$ cat config.mk
export PLATFORM = sky130hd
export DESIGN_NAME = local_statistics_enhance
export DESIGN_NICKNAME = d
export VERILOG_FILES = /design/src/rtl/lse_pkg.sv /design/src/rtl/local_statistics_enhance.sv /design/src/rtl/lse_front.sv /design/src/rtl/lse_queue.sv /design/src/rtl/lse_back.sv
export VERILOG_INCLUDE_DIRS = /design/src /design/src/rtl
export SDC_FILE = /design/constraint.sdc
export NUM_CORES = 2
export LEC_CHECK = 0
export BUFFER_PORTS_ARGS = -buffer_cell sky130_fd_sc_hd__buf_2
export CORE_UTILIZATION = 40
export CTS_BUF_LIST = sky130_fd_sc_hd__clkbuf_4 sky130_fd_sc_hd__clkbuf_8 sky130_fd_sc_hd__clkbuf_16
export DETAILED_ROUTE_END_ITERATION = 10
export PLACE_DENSITY = 0.59
export SYNTH_ARGS = -nofsm -noshare
export SYNTH_HDL_FRONTEND = slang
export SYNTH_SLANG_ARGS = --single-unit
$ cat constraint.sdc
create_clock -name clk -period 7 [get_ports clk]
set_input_delay 1.05 -clock clk [delete_from_list [all_inputs] [get_ports clk]]
set_output_delay 1.05 -clock clk [all_outputs]
set_load 0.005 [all_outputs]
$ cat src/rtl/local_statistics_enhance_defines.svh
// ----------------------------------------------------------------------------
// Local statistics enhancement: assertion macros
// Shared concurrent assertion forms used by the enhancement datapath.
// ----------------------------------------------------------------------------
`ifndef LOCAL_STATISTICS_ENHANCE_DEFINES_SVH
`define LOCAL_STATISTICS_ENHANCE_DEFINES_SVH

// Same-cycle implication, disabled while reset is asserted.
`define LSE_ASSERT_IMP(label, ck, rn, ante, cons, msg) \
  label: assert property (@(posedge ck) disable iff (!rn) (ante) |-> (cons)) \
    else $error(msg);

// Next-cycle implication, disabled while reset is asserted.
`define LSE_ASSERT_NXT(label, ck, rn, ante, cons, msg) \
  label: assert property (@(posedge ck) disable iff (!rn) (ante) |=> (cons)) \
    else $error(msg);

`endif

$ cat src/rtl/lse_pkg.sv
// ----------------------------------------------------------------------------
// Local statistics enhancement: package
// Widths, register codes, reset values and payload types of the block.
// ----------------------------------------------------------------------------
package lse_pkg;

  localparam int PIXEL_BITS  = 8;
  localparam int WIN_PIXELS  = 9;
  localparam int SUM_BITS    = PIXEL_BITS + 4;
  localparam int SQ_BITS     = 2 * PIXEL_BITS;
  localparam int SQSUM_BITS  = SQ_BITS + 4;
  localparam int SPREAD_BITS = 2 * PIXEL_BITS + 7;
  localparam int GAIN_BITS   = 4;
  localparam int PROD_BITS   = PIXEL_BITS + GAIN_BITS;

  localparam logic [PIXEL_BITS-1:0] PIXEL_MAX = '1;

  localparam int WIN_CENTRE  = 4;
  localparam int WIN_CURRENT = 7;

  localparam int CFG_INDEX_BITS = 2;
  localparam int CFG_DATA_BITS  = SPREAD_BITS;

  localparam logic [CFG_INDEX_BITS-1:0] CFG_SUM_LIMIT   = 2'd0;
  localparam logic [CFG_INDEX_BITS-1:0] CFG_SPREAD_LOW  = 2'd1;
  localparam logic [CFG_INDEX_BITS-1:0] CFG_SPREAD_HIGH = 2'd2;
  localparam logic [CFG_INDEX_BITS-1:0] CFG_GAIN        = 2'd3;

  localparam logic [SUM_BITS-1:0]    SUM_LIMIT_RESET   = 12'd918;
  localparam logic [SPREAD_BITS-1:0] SPREAD_LOW_RESET  = 23'd0;
  localparam logic [SPREAD_BITS-1:0] SPREAD_HIGH_RESET = 23'd5267025;
  localparam logic [GAIN_BITS-1:0]   GAIN_RESET        = 4'd4;

  localparam int LSE_QUEUE_DEPTH = 4;

  typedef struct packed {
    logic [PIXEL_BITS-1:0] top_pixel;
    logic [PIXEL_BITS-1:0] centre_pixel;
    logic [PIXEL_BITS-1:0] bottom_pixel;
    logic                  row_start;
    logic                  row_end;
    logic                  border_row;
  } lse_in_t;

  typedef struct packed {
    logic [PIXEL_BITS-1:0] out_pixel;
    logic                  last_of_row;
  } lse_out_t;

  typedef struct packed {
    logic [SUM_BITS-1:0]    sum_limit;
    logic [SPREAD_BITS-1:0] spread_low;
    logic [SPREAD_BITS-1:0] spread_high;
    logic [GAIN_BITS-1:0]   gain;
  } lse_cfg_t;

  // Window order: older column 0..2, previous column 3..5, current column 6..8.
  typedef struct packed {
    logic [WIN_PIXELS-1:0][PIXEL_BITS-1:0] win;
    logic                                  win_valid;
    logic                                  win_border;
    logic                                  dir_valid;
    logic                                  dir_last;
  } lse_job_t;

endpackage

$ cat src/rtl/local_statistics_enhance.sv
// ----------------------------------------------------------------------------
// Local statistics enhancement, 3x3 window
// The block takes one pixel column (top, centre, bottom) per clock and
// returns the centre row's pixels, each either unchanged or scaled by the
// gain when its 3x3 window is dark, not on a border row, and its spread lies
// within the limits. A column is accepted every cycle while the request queue
// (QUEUE_DEPTH entries) has room and reset is released. A result passes
// through the queue, the statistics stages and the output register. The
// column that ends a row of three or more columns gives two results, which
// leave the single output register in turn, which the queue absorbs. The user
// writes configuration registers over the cfg port only while the block is
// idle; the block does not enforce this. The cfg port is always ready.
// ----------------------------------------------------------------------------
module local_statistics_enhance import lse_pkg::*; #(
  parameter int QUEUE_DEPTH = LSE_QUEUE_DEPTH
) (
  input  logic                      clk,
  input  logic                      rst_n,
  input  logic                      in_valid,
  output logic                      in_stall,
  input  lse_in_t                   in_data,
  output logic                      out_valid,
  input  logic                      out_stall,
  output lse_out_t                  out_data,
  input  logic                      cfg_valid,
  output logic                      cfg_ready,
  input  logic [CFG_INDEX_BITS-1:0] cfg_index,
  input  logic [CFG_DATA_BITS-1:0]  cfg_data
);

  lse_cfg_t cfg_r;
  lse_job_t push_job;
  lse_job_t pop_job;
  logic     q_push;
  logic     q_pop;
  logic     q_full;
  logic     q_empty;

  assign cfg_ready = 1'b1;

  always_ff @(posedge clk) begin
    if (!rst_n) begin
      cfg_r.sum_limit   <= SUM_LIMIT_RESET;
      cfg_r.spread_low  <= SPREAD_LOW_RESET;
      cfg_r.spread_high <= SPREAD_HIGH_RESET;
      cfg_r.gain        <= GAIN_RESET;
    end else if (cfg_valid && cfg_ready) begin
      unique case (cfg_index)
        CFG_SUM_LIMIT: begin
          cfg_r.sum_limit <= cfg_data[SUM_BITS-1:0];
        end
        CFG_SPREAD_LOW: begin
          cfg_r.spread_low <= cfg_data[SPREAD_BITS-1:0];
        end
        CFG_SPREAD_HIGH: begin
          cfg_r.spread_high <= cfg_data[SPREAD_BITS-1:0];
        end
        CFG_GAIN: begin
          cfg_r.gain <= cfg_data[GAIN_BITS-1:0];
        end
      endcase
    end
  end

  lse_front u_front (
    .clk      (clk),
    .rst_n    (rst_n),
    .in_valid (in_valid),
    .in_stall (in_stall),
    .in_data  (in_data),
    .q_full   (q_full),
    .q_push   (q_push),
    .q_job    (push_job)
  );

  lse_queue #(
    .DEPTH (QUEUE_DEPTH)
  ) u_queue (
    .clk       (clk),
    .rst_n     (rst_n),
    .push      (q_push),
    .push_data (push_job),
    .full      (q_full),
    .pop       (q_pop),
    .pop_data  (pop_job),
    .empty     (q_empty)
  );

  lse_back u_back (
    .clk       (clk),
    .rst_n     (rst_n),
    .cfg       (cfg_r),
    .q_empty   (q_empty),
    .q_job     (pop_job),
    .q_pop     (q_pop),
    .out_valid (out_valid),
    .out_stall (out_stall),
    .out_data  (out_data)
  );

endmodule

$ cat src/rtl/lse_front.sv
// ----------------------------------------------------------------------------
// Local statistics enhancement: front end
// Accepts pixel columns, tracks the row position and the two held columns,
// and queues one request per column that produces results.
// ----------------------------------------------------------------------------
module lse_front import lse_pkg::*; (
  input  logic     clk,
  input  logic     rst_n,
  input  logic     in_valid,
  output logic     in_stall,
  input  lse_in_t  in_data,
  input  logic     q_full,
  output logic     q_push,
  output lse_job_t q_job
);

  localparam logic [1:0] SEEN_NONE = 2'd0;
  localparam logic [1:0] SEEN_ONE  = 2'd1;
  localparam logic [1:0] SEEN_TWO  = 2'd2;

  logic [2:0][PIXEL_BITS-1:0] cur;
  logic [2:0][PIXEL_BITS-1:0] prev_r;
  logic [2:0][PIXEL_BITS-1:0] older_r;
  logic [1:0]                 seen_r;
  logic [1:0]                 seen_eff;
  logic [1:0]                 seen_nxt;
  logic                       border_r;
  logic                       accept;
  logic                       emit_win;
  logic                       emit_dir;

  assign cur      = {in_data.bottom_pixel, in_data.centre_pixel, in_data.top_pixel};
  assign in_stall = q_full | ~rst_n;
  assign accept   = in_valid & ~in_stall;

  assign seen_eff = in_data.row_start ? SEEN_NONE : seen_r;
  assign emit_win = (seen_eff == SEEN_TWO);
  assign emit_dir = (seen_eff == SEEN_NONE) | in_data.row_end;

  always_comb begin
    if (in_data.row_end) begin
      seen_nxt = SEEN_NONE;
    end else if (seen_eff == SEEN_TWO) begin
      seen_nxt = SEEN_TWO;
    end else begin
      seen_nxt = seen_eff + SEEN_ONE;
    end
  end

  assign q_push           = accept & (emit_win | emit_dir);
  assign q_job.win        = {cur, prev_r, older_r};
  assign q_job.win_valid  = emit_win;
  assign q_job.win_border = border_r;
  assign q_job.dir_valid  = emit_dir;
  assign q_job.dir_last   = in_data.row_end;

  always_ff @(posedge clk) begin
    if (!rst_n) begin
      prev_r   <= '0;
      older_r  <= '0;
      seen_r   <= SEEN_NONE;
      border_r <= 1'b0;
    end else if (accept) begin
      prev_r   <= cur;
      older_r  <= prev_r;
      seen_r   <= seen_nxt;
      border_r <= in_data.border_row;
    end
  end

endmodule

$ cat src/rtl/lse_queue.sv
// ----------------------------------------------------------------------------
// Local statistics enhancement: request queue
// Small register FIFO that decouples the front end from the statistics
// datapath.
// ----------------------------------------------------------------------------
`include "local_statistics_enhance_defines.svh"

module lse_queue import lse_pkg::*; #(
  parameter int DEPTH = LSE_QUEUE_DEPTH
) (
  input  logic     clk,
  input  logic     rst_n,
  input  logic     push,
  input  lse_job_t push_data,
  output logic     full,
  input  logic     pop,
  output lse_job_t pop_data,
  output logic     empty
);

  localparam int PTR_BITS = (DEPTH > 1) ? $clog2(DEPTH) : 1;
  localparam int CNT_BITS = $clog2(DEPTH + 1);

  lse_job_t            mem_r [DEPTH];
  logic [PTR_BITS-1:0] wr_ptr_r;
  logic [PTR_BITS-1:0] rd_ptr_r;
  logic [CNT_BITS-1:0] cnt_r;

  function automatic logic [PTR_BITS-1:0] ptr_inc(input logic [PTR_BITS-1:0] p);
    ptr_inc = (p == PTR_BITS'(DEPTH - 1)) ? '0 : p + 1'b1;
  endfunction

  assign full     = (cnt_r == CNT_BITS'(DEPTH));
  assign empty    = (cnt_r == '0);
  assign pop_data = mem_r[rd_ptr_r];

  always_ff @(posedge clk) begin
    if (push) begin
      mem_r[wr_ptr_r] <= push_data;
    end
  end

  always_ff @(posedge clk) begin
    if (!rst_n) begin
      wr_ptr_r <= '0;
      rd_ptr_r <= '0;
      cnt_r    <= '0;
    end else begin
      if (push) begin
        wr_ptr_r <= ptr_inc(wr_ptr_r);
      end
      if (pop) begin
        rd_ptr_r <= ptr_inc(rd_ptr_r);
      end
      if (push && !pop) begin
        cnt_r <= cnt_r + 1'b1;
      end else if (pop && !push) begin
        cnt_r <= cnt_r - 1'b1;
      end
    end
  end

  `LSE_ASSERT_IMP(a_no_underflow, clk, rst_n, pop, !empty, "queue popped while empty")
  `LSE_ASSERT_IMP(a_no_overflow, clk, rst_n, push, !full, "queue pushed while full")
  `LSE_ASSERT_NXT(a_count_up, clk, rst_n, push && !pop, cnt_r == $past(cnt_r) + 1'b1, "queue count did not advance")

endmodule

$ cat src/rtl/lse_back.sv
// ----------------------------------------------------------------------------
// Local statistics enhancement: statistics datapath
// Three-stage pipeline computing the window sum and scaled variance, the
// enhancement decision and gain, followed by the result emitter.
// ----------------------------------------------------------------------------
`include "local_statistics_enhance_defines.svh"

module lse_back import lse_pkg::*; (
  input  logic     clk,
  input  logic     rst_n,
  input  lse_cfg_t cfg,
  input  logic     q_empty,
  input  lse_job_t q_job,
  output logic     q_pop,
  output logic     out_valid,
  input  logic     out_stall,
  output lse_out_t out_data
);

  typedef struct packed {
    logic                  win_valid;
    logic                  win_border;
    logic                  dir_valid;
    logic                  dir_last;
    logic [PIXEL_BITS-1:0] centre;
    logic [PIXEL_BITS-1:0] dir_pixel;
  } lse_ctl_t;

  // Stage 1: squares and pixel sum.
  logic                                s1_v_r;
  logic [WIN_PIXELS-1:0][SQ_BITS-1:0]  s1_sq_r;
  logic [SUM_BITS-1:0]                 s1_sum_r;
  lse_ctl_t                            s1_ctl_r;
  logic [WIN_PIXELS-1:0][SQ_BITS-1:0]  sq_nxt;
  logic [SUM_BITS-1:0]                 sum_nxt;

  // Stage 2: sum of squares and squared sum.
  logic                                s2_v_r;
  logic [SQSUM_BITS-1:0]               s2_sqsum_r;
  logic [2*SUM_BITS-1:0]               s2_ss_r;
  logic [SUM_BITS-1:0]                 s2_sum_r;
  lse_ctl_t                            s2_ctl_r;
  logic [SQSUM_BITS-1:0]               sqsum_nxt;

  // Stage 3: decision and emitter.
  logic                                s3_v_r;
  logic                                s3_win_pend_r;
  logic                                s3_dir_pend_r;
  logic [PIXEL_BITS-1:0]               s3_win_pix_r;
  logic [PIXEL_BITS-1:0]               s3_dir_pix_r;
  logic                                s3_dir_last_r;
  logic [SQSUM_BITS+3:0]               nine_sq;
  logic [SPREAD_BITS-1:0]              spread;
  logic [PROD_BITS-1:0]                prod;
  logic [PIXEL_BITS-1:0]               sat_pix;
  logic                                qualify;
  logic [PIXEL_BITS-1:0]               win_pix_nxt;

  logic                                out_valid_r;
  lse_out_t                            out_data_r;
  logic                                out_load;
  logic                                s1_take;
  logic                                s2_take;
  logic                                s3_take;

  assign out_load = s3_v_r & (~out_valid_r | ~out_stall);
  assign s3_take  = ~s3_v_r | (out_load & ~(s3_win_pend_r & s3_dir_pend_r));
  assign s2_take  = ~s2_v_r | s3_take;
  assign s1_take  = ~s1_v_r | s2_take;
  assign q_pop    = ~q_empty & s1_take;

  always_comb begin
    sum_nxt = '0;
    for (int i = 0; i < WIN_PIXELS; i++) begin
      sq_nxt[i] = SQ_BITS'(q_job.win[i]) * SQ_BITS'(q_job.win[i]);
      sum_nxt   = sum_nxt + SUM_BITS'(q_job.win[i]);
    end
  end

  always_ff @(posedge clk) begin
    if (!rst_n) begin
      s1_v_r <= 1'b0;
    end else if (s1_take) begin
      s1_v_r <= ~q_empty;
    end
  end

  always_ff @(posedge clk) begin
    if (s1_take) begin
      s1_sq_r              <= sq_nxt;
      s1_sum_r             <= sum_nxt;
      s1_ctl_r.win_valid   <= q_job.win_valid;
      s1_ctl_r.win_border  <= q_job.win_border;
      s1_ctl_r.dir_valid   <= q_job.dir_valid;
      s1_ctl_r.dir_last    <= q_job.dir_last;
      s1_ctl_r.centre      <= q_job.win[WIN_CENTRE];
      s1_ctl_r.dir_pixel   <= q_job.win[WIN_CURRENT];
    end
  end

  always_comb begin
    sqsum_nxt = '0;
    for (int i = 0; i < WIN_PIXELS; i++) begin
      sqsum_nxt = sqsum_nxt + SQSUM_BITS'(s1_sq_r[i]);
    end
  end

  always_ff @(posedge clk) begin
    if (!rst_n) begin
      s2_v_r <= 1'b0;
    end else if (s2_take) begin
      s2_v_r <= s1_v_r;
    end
  end

  always_ff @(posedge clk) begin
    if (s2_take) begin
      s2_sqsum_r <= sqsum_nxt;
      s2_ss_r    <= (2*SUM_BITS)'(s1_sum_r) * (2*SUM_BITS)'(s1_sum_r);
      s2_sum_r   <= s1_sum_r;
      s2_ctl_r   <= s1_ctl_r;
    end
  end

  assign nine_sq = {s2_sqsum_r, 3'b000} + (SQSUM_BITS+4)'(s2_sqsum_r);
  assign spread  = SPREAD_BITS'(nine_sq) - SPREAD_BITS'(s2_ss_r);
  assign qualify = ~s2_ctl_r.win_border
                 & (s2_sum_r <= cfg.sum_limit)
                 & (spread >= cfg.spread_low)
                 & (spread <= cfg.spread_high);
  assign prod    = PROD_BITS'(s2_ctl_r.centre) * PROD_BITS'(cfg.gain);
  assign sat_pix = (|prod[PROD_BITS-1:PIXEL_BITS]) ? PIXEL_MAX : prod[PIXEL_BITS-1:0];
  assign win_pix_nxt = qualify ? sat_pix : s2_ctl_r.centre;

  always_ff @(posedge clk) begin
    if (!rst_n) begin
      s3_v_r        <= 1'b0;
      s3_win_pend_r <= 1'b0;
      s3_dir_pend_r <= 1'b0;
    end else if (s3_take) begin
      s3_v_r        <= s2_v_r;
      s3_win_pend_r <= s2_v_r & s2_ctl_r.win_valid;
      s3_dir_pend_r <= s2_v_r & s2_ctl_r.dir_valid;
    end else if (out_load) begin
      s3_win_pend_r <= 1'b0;
    end
  end

  always_ff @(posedge clk) begin
    if (s3_take) begin
      s3_win_pix_r  <= win_pix_nxt;
      s3_dir_pix_r  <= s2_ctl_r.dir_pixel;
      s3_dir_last_r <= s2_ctl_r.dir_last;
    end
  end

  always_ff @(posedge clk) begin
    if (!rst_n) begin
      out_valid_r <= 1'b0;
    end else if (out_load) begin
      out_valid_r <= 1'b1;
    end else if (!out_stall) begin
      out_valid_r <= 1'b0;
    end
  end

  always_ff @(posedge clk) begin
    if (out_load) begin
      if (s3_win_pend_r) begin
        out_data_r.out_pixel   <= s3_win_pix_r;
        out_data_r.last_of_row <= 1'b0;
      end else begin
        out_data_r.out_pixel   <= s3_dir_pix_r;
        out_data_r.last_of_row <= s3_dir_last_r;
      end
    end
  end

  assign out_valid = out_valid_r;
  assign out_data  = out_data_r;

  `LSE_ASSERT_IMP(a_emit_has_work, clk, rst_n, s3_v_r, s3_win_pend_r || s3_dir_pend_r, "emitter holds a request with no result")
  `LSE_ASSERT_NXT(a_pair_order, clk, rst_n, out_load && s3_win_pend_r && s3_dir_pend_r, s3_v_r && s3_dir_pend_r && !s3_win_pend_r, "row end result lost after window result")

endmodule

* Word level (Yosys, flattened, before mapping)
Memories as Yosys holds them, arrays and structs flattened. A register that Yosys moved wholly into a read port is not among the register bits.
Index checks and enable logic that the tools add are counted.
W data, S select, Z words.
** Storage, ports and cells
- ROM bits :: 0
- Memories kept :: 1
- Bits in registers :: 403
- RAM bits :: 304
- Bits in latches :: 0
- Input port bits :: 57
** Operators by class
- Shift-type cells :: 0
- Mux-type cells :: 18
- Divide/modulo/power cells :: 0
- Equal/unequal tests :: 8
- $lt $le $gt $ge :: 3
- Bitwise operators :: 28
- Reductions and logical operators :: 14
- Multipliers :: 11
- Add/subtract/negate cells :: 23
** Memory list
- u_queue.mem_r :: depth 4, bits a word 76, rd ports 1, clocked after Yosys merged registers in 1, wr ports 1, RTL line lse_queue.sv:24 : lse_job_t mem_r [DEPTH];
** Operators by type and width (count)
- $mul A8 B8 Y16 :: 9
- $add A20 B16 Y20 :: 7
- $add A12 B8 Y12 :: 7
- $add A23 B20 Y23 :: 1
- $ge A23 B23 Y1 :: 1
- $le A23 B23 Y1 :: 1
- $mul A12 B12 Y23 :: 1
- $sub A23 B23 Y23 :: 1
- $add A16 B16 Y17 :: 1
- $mux W8 :: 2
- $mux W2 :: 7
- $le A12 B12 Y1 :: 1
- $mul A8 B4 Y12 :: 1
- $and A1 B1 Y1 :: 11
- $eq A2 B2 Y1 const B :: 5
- $not A1 Y1 :: 10
- $add A8 B8 Y9 :: 1
- $mux W9 :: 1
- $reduce_and A2 Y1 :: 4
- $or A1 B1 Y1 :: 7
- $add A2 B1 Y2 const B :: 3
- $mux W1 :: 6
- $mux W3 :: 2
- $logic_not A2 Y1 :: 2
- other kinds (10) :: 13

* Logic depth before layout (Yosys ltp)
- Word-level depth :: 11
- Gate-level depth with buffers :: 28
- Mapped depth without buffers :: 24

* Modules after synthesis
A second synthesis with hierarchy kept.
** Unflattened totals
- Cell total of the unflattened synthesis :: 4276
- Area, all modules :: 50847.5 sq um
** Modules (own cells, without submodules)
- lse_back :: seq. area each 8047.7 sq um, instances 1, area an instance 34703.3 sq um, cells each 3324
- lse_queue :: seq. area each 9308.9 sq um, instances 1, area an instance 11468.5 sq um, cells each 441
- local_statistics_enhance :: seq. area each 1241.2 sq um, instances 1, area an instance 2471.1 sq um, cells each 250
- lse_front :: seq. area each 1021.0 sq um, instances 1, area an instance 2204.6 sq um, cells each 261

* Worst setup path before layout
Ideal clock, no wire load.
- Path type :: input to register
- Start point :: input port out_stall
- End point :: register u_back.s1_ctl_r[0] (netlist name), enable pin
- Stages :: 3
- Library setup time :: 1.773 ns
- Setup slack :: -0.003 ns
- Buffers on the path :: 0
- Required time :: 5.227 ns
- Arrival time :: 5.230 ns
- Path through :: nand2_1 -> a21boi_1 -> nand3_1
** Between the ends
- Longest elaborated chain between the ends :: 7
** Ends and longest elaborated chain
- from (decl) :: RTL line local_statistics_enhance.sv:23 : input logic out_stall,
- $not A1 Y1 :: RTL line lse_back.sv:66 : assign out_load = s3_v_r & (~out_valid_r | ~out_stall);
- $or A1 B1 Y1 :: RTL line lse_back.sv:66
- $and A1 B1 Y1 :: RTL line lse_back.sv:66
- $and A1 B1 Y1 :: RTL line lse_back.sv:67 : assign s3_take = ~s3_v_r | (out_load & ~(s3_win_pend_r & s3_dir_pend_r));
- $or A1 B1 Y1 :: RTL line lse_back.sv:67
- $or A1 B1 Y1 :: RTL line lse_back.sv:68 : assign s2_take = ~s2_v_r | s3_take;
- $or A1 B1 Y1 :: RTL line lse_back.sv:69 : assign s1_take = ~s1_v_r | s2_take;
- to (decl) :: RTL line lse_back.sv:33 : lse_ctl_t s1_ctl_r;
Every way passes these cells.
A chain may end at the register's enable or synchronous reset.

* Worst setup path in the final report
- Start point :: register u_back.s1_sq_r[3] (netlist name)
- End point :: register u_back.s2_sqsum_r[19], data pin
** Between the ends
- Longest elaborated chain between the ends :: 8
** Ends and longest elaborated chain
- from (decl) :: RTL line lse_back.sv:31 : logic [WIN_PIXELS-1:0][SQ_BITS-1:0] s1_sq_r;
- from (signal assigned) :: RTL line lse_back.sv:90 : s1_sq_r <= sq_nxt;
- $add A16 B16 Y17 :: RTL line lse_back.sv:104 : sqsum_nxt = sqsum_nxt + SQSUM_BITS'(s1_sq_r[i]);
- $add A20 B16 Y20 (7 in a row) :: RTL line lse_back.sv:104
- named net u_back.sqsum_nxt[19] :: RTL line lse_back.sv:43 : logic [SQSUM_BITS-1:0] sqsum_nxt;
- to (signal assigned) :: RTL line lse_back.sv:118 : s2_sqsum_r <= sqsum_nxt;
- to (decl) :: RTL line lse_back.sv:39 : logic [SQSUM_BITS-1:0] s2_sqsum_r;
The timed path passes the listed nets, and every way through them passes these cells.

==> run summary <==
The global-route wire length before repair is 183500 µm, and the global-route usage over all layers is 18.22%. After clock tree synthesis, the clock-pin slew on the worst setup and hold paths is 0.06 ns. The final critical-path share of the clock period came out at 88.01%. The floorplan step defined a die boundary enclosing 130100 µm².

In this design, the stage delay of the slowest critical-path cell is 0.50 ns. The leading cell type by number of instances after synthesis was sky130_fd_sc_hd__inv_1. In the final timing run, aggregate negative setup slack is 0 ns. Measured against its own limit, the worst slew margin works out to 25.55%. In this run the worst hold path is classified as flop to flop. Clock tree synthesis inserted a total of 77 buffers. Of the post-synthesis cell area, the part taken by muxes is 4.221%.

The routed via count is 31750. The biggest area contributor in the post-synthesis netlist is sky130_fd_sc_hd__edfxtp_1. The gate family responsible for the most delay along the worst path was adder cells.

The worst setup path is launched from a flop. For the H-tree depth reported by CTS, the log shows 3. The die is 360.7 µm wide. In the post-synthesis netlist, the biggest area contributors are sky130_fd_sc_hd__edfxtp_1 (33%), sky130_fd_sc_hd__fa_1 (18%), sky130_fd_sc_hd__ha_1 (12%). Area inside the core boundary: 127500 µm². The number of hold buffers added after CTS was 0. The floorplan step set the die height to 360.7 µm.

The initial utilization of the core area, before any placement, comes to 40.36%. Slew at the pin closest to its max-slew limit: 1.113 ns. The clock net in this run drives a total of 696 sinks.

Initial antenna violation count: 7. The aggregate global routing overflow was 0. The arithmetic-cell share of the synthesized area counting full adders, half adders and majority gates is 30.16%.

Detailed placement finished with a half-perimeter wire length of 89750 µm. In this run the cell area of the synthesized design comes to 51460 µm². Port buffering added 67 buffers.

The cell count after synthesis came out at 4537. The peak fanout along the critical path is 3, and the final clock skew is 0.04342 ns. The final layout contains 5625 nets.

The tools report the kind of capture point of the worst setup path as a flop. The number of synthesized register bits is 696. The number of synthesized flops with an enable pin is 568. The number of pins with negative max-slew slack in the final report was 0; the via count of the first global-routing pass was 32990.

A synthesized cell averages 11.34 µm². The root buffer cell chosen for the clock tree is sky130_fd_sc_hd__clkbuf_16. The routed wire length per instance came out at 18.23 µm.

Setup violations remaining at the end of the flow were counted as 0. By count the netlist is led by sky130_fd_sc_hd__inv_1 (886), sky130_fd_sc_hd__edfxtp_1 (568), sky130_fd_sc_hd__ha_1 (482). The minimum clock period is 6.161 ns, and the number of cells upsized or downsized after cts is 0. In this run the deepest clock path goes through 3 buffers. The tools report the post-route met1 wirelength as 52210 µm.

Setup repair after global routing left no endpoint under its margin. The tools report the number of routed nets with antenna violations as 0. For the final number of hold-violating endpoints, the log shows 0. The critical path is of the flop to flop type. The iteration-0 DRC count of the detailed router was 1651. The run finished with clean final reports.

The number of distinct library cells after synthesis is 86. The tool flagged a number of max-cap violations equal to 0. For the portion of the post-synthesis area used by sequential elements, the log shows 38.12%. The via density per instance was 5.010; the total detailed-routing wirelength was 115600 µm. The insertion delay to the later sink of the worst-skew pair came out at 0.70 ns. The highest layer touched by signal routing is met5. The routed design uses 54390 µm of met2 wire. The first-pass detailed-route iteration total is 5, and the fraction of final layout cells with drive strength greater than 1 is 7.979%. Basic-gate share of the synthesized area counting and, or, nand and nor cells: 10.13%. Relative to the synthesized area, the layout overhead comes to 9.820%. Number of buffers added for setup after CTS: 0.

The cell at the slowest stage of the critical path is sky130_fd_sc_hd__fa_1. The share of the synthesized area in compound gates (AO/OA/AOI/OAI) came out at 6.455%. The fraction of synthesized cell area in xor and xnor cells works out to 3.591%. Cell repeated most along the worst path: sky130_fd_sc_hd__fa_1. Summed over all nets, wire length on met3 after detailed routing comes to 5330 µm.

The data required time of the worst path is 7.44 ns. After detailed routing, the number of remaining DRC violations is 0. After synthesis, the largest family of logic cells by area is adder cells.

During I/O placement, the number of pins put on the boundary was 69. For this run, the top clock speed supported by timing is 162.3 MHz. Of all flip-flops after synthesis, the portion carrying an async set or reset was 0%. Entering global routing, the biggest net connects 80 pins. The synthesized design devotes to its leading area cell type 33.14% of total area. Placer congestion estimate: 0.8774. The most frequently used flop master after synthesis was sky130_fd_sc_hd__edfxtp_1.

TritonCTS built the clock tree. The signal on the critical path passes through ha_1, a21oi_1, o21bai_1, a21oi_1, nor2b_1, o21a_1, nor2_1, xnor2_1, fa_1, inv_1, fa_1, fa_1, inv_1, fa_1, ha_1, a211oi_1, o21ai_0, a211oi_1, o21ai_0, o21a_1, o21a_1. The data arrival time of the critical path is 6.60 ns. Together, buffers and inverters on the worst path number 2. Row generation in the floorplan step produced 131 rows.

Number of warnings reported in the yosys synthesis log: 0.
-- metrics by stage --
| step | area, µm² | setup WS [ns] | utilization [%] | cells | hold slack (ns) |
|---|---|---|---|---|---|
| after floorplan | 51480 | 0.9732 | - | 4541 | 0.4003 |
| after global placement | 53720 | 0.9362 | 42.12 | 6195 | 0.4003 |
| after detailed placement | 53720 | 0.8481 | 42.12 | 6195 | 0.4045 |
| after CTS | 56510 | 0.8221 | 44.32 | 6337 | 0.4133 |
| after global routing | 56510 | 0.4124 | 44.32 | 6337 | 0.4255 |
| final | 56520 | 0.8392 | 44.32 | 6338 | 0.4155 |
-- worst register-to-register path: stages (launching register included) --
cell	delay, ns
sky130_fd_sc_hd__edfxtp_1	0.37
sky130_fd_sc_hd__ha_1	0.33
sky130_fd_sc_hd__a21oi_1	0.21
sky130_fd_sc_hd__o21bai_1	0.12
sky130_fd_sc_hd__a21oi_1	0.33
sky130_fd_sc_hd__nor2b_1	0.12
sky130_fd_sc_hd__o21a_1	0.18
sky130_fd_sc_hd__nor2_1	0.12
sky130_fd_sc_hd__xnor2_1	0.20
sky130_fd_sc_hd__fa_1	0.49
sky130_fd_sc_hd__inv_1	0.09
sky130_fd_sc_hd__fa_1	0.44
sky130_fd_sc_hd__fa_1	0.50
sky130_fd_sc_hd__inv_1	0.05
sky130_fd_sc_hd__fa_1	0.45
sky130_fd_sc_hd__ha_1	0.33
sky130_fd_sc_hd__a211oi_1	0.30
sky130_fd_sc_hd__o21ai_0	0.24
sky130_fd_sc_hd__a211oi_1	0.45
sky130_fd_sc_hd__o21ai_0	0.20
sky130_fd_sc_hd__o21a_1	0.21
sky130_fd_sc_hd__o21a_1	0.17
-- worst paths after layout --
| check | slack (ns) | depth (start not counted) | from | endpoint |
|---|---|---|---|---|
| worst min register to register | 0.42 | 0 | u_back.s1_ctl_r[19] | u_back.s2_ctl_r[19] |
| worst min-delay path | 0.42 | 0 | u_back.s1_ctl_r[19] | u_back.s2_ctl_r[19] |
| worst max register to register | 0.84 | 21 | u_back.s1_sq_r[3] | u_back.s2_sqsum_r[19] |
| worst max-delay path | 0.84 | 21 | u_back.s1_sq_r[3] | u_back.s2_sqsum_r[19] |
-- layout make-up --
class	instances	area, µm²
Inverter	886	3326
Fill cell	11830	71000
Timing Repair Buffer	88	533.0
Clock inverter	53	749.5
Sequential cell	696	19630
Tap cell	1662	2079
Antenna cell	1	2.502
Multi-Input combinational cell	2863	28150
Clock buffer	89	2048
-- cell families (layout without fill, tap and decap cells) --
family	count (synthesis)	after routing
other cells	2	7
xor+xnor	211	211
compound gates	496	496
fa+ha+maj	956	956
flops	696	696
buf+inv	982	1116
mux	115	115
simple gates	1079	1079
-- sequential cells by signal, summed over array words and instances, names as in the netlist, 20 cells and up, named ones only --
name               count
u_queue.mem_r        304
u_back.s2_sqsum_r     20
u_back.s2_ctl_r       20
u_back.s2_ss_r        21
cfg_r                 62
u_front.q_job         48
u_back.s1_ctl_r       20
u_back.s1_sq_r       133
-- layer usage --
metal	up-vias	GRT usage, %
met2	616	30.21
met4	6	6.083
met1	15720	24.26
met5	-	0
li1	15240	-
met3	169	2.882
-- cell usage in the layout, fill, tap and decap left out, types with 21 or more instances in the layout --
master                        n
sky130_fd_sc_hd__dfxtp_1    126
sky130_fd_sc_hd__nor2b_1     39
sky130_fd_sc_hd__nor2_1     148
sky130_fd_sc_hd__nand2b_1    28
sky130_fd_sc_hd__a21o_1      43
sky130_fd_sc_hd__buf_2       66
sky130_fd_sc_hd__o21ai_0     67
sky130_fd_sc_hd__and3_1      21
sky130_fd_sc_hd__nand2_1    444
sky130_fd_sc_hd__ha_1       482
sky130_fd_sc_hd__o21bai_1    28
sky130_fd_sc_hd__o211ai_1    29
sky130_fd_sc_hd__fa_1       474
sky130_fd_sc_hd__edfxtp_1   568
sky130_fd_sc_hd__a21boi_0    50
sky130_fd_sc_hd__a21oi_1    142
sky130_fd_sc_hd__xor2_1      61
sky130_fd_sc_hd__o21a_1      28
sky130_fd_sc_hd__and2_1     160
sky130_fd_sc_hd__nand4_1     21
sky130_fd_sc_hd__nor3_1      40
sky130_fd_sc_hd__inv_1      886
sky130_fd_sc_hd__nand3_1     90
sky130_fd_sc_hd__xnor2_1    150
sky130_fd_sc_hd__clkbuf_16   77
sky130_fd_sc_hd__mux4_2      77
Power is left out: the tool's default activity adds up to more than one toggle a clock period on the data nets, which glitch-free logic cannot reach.
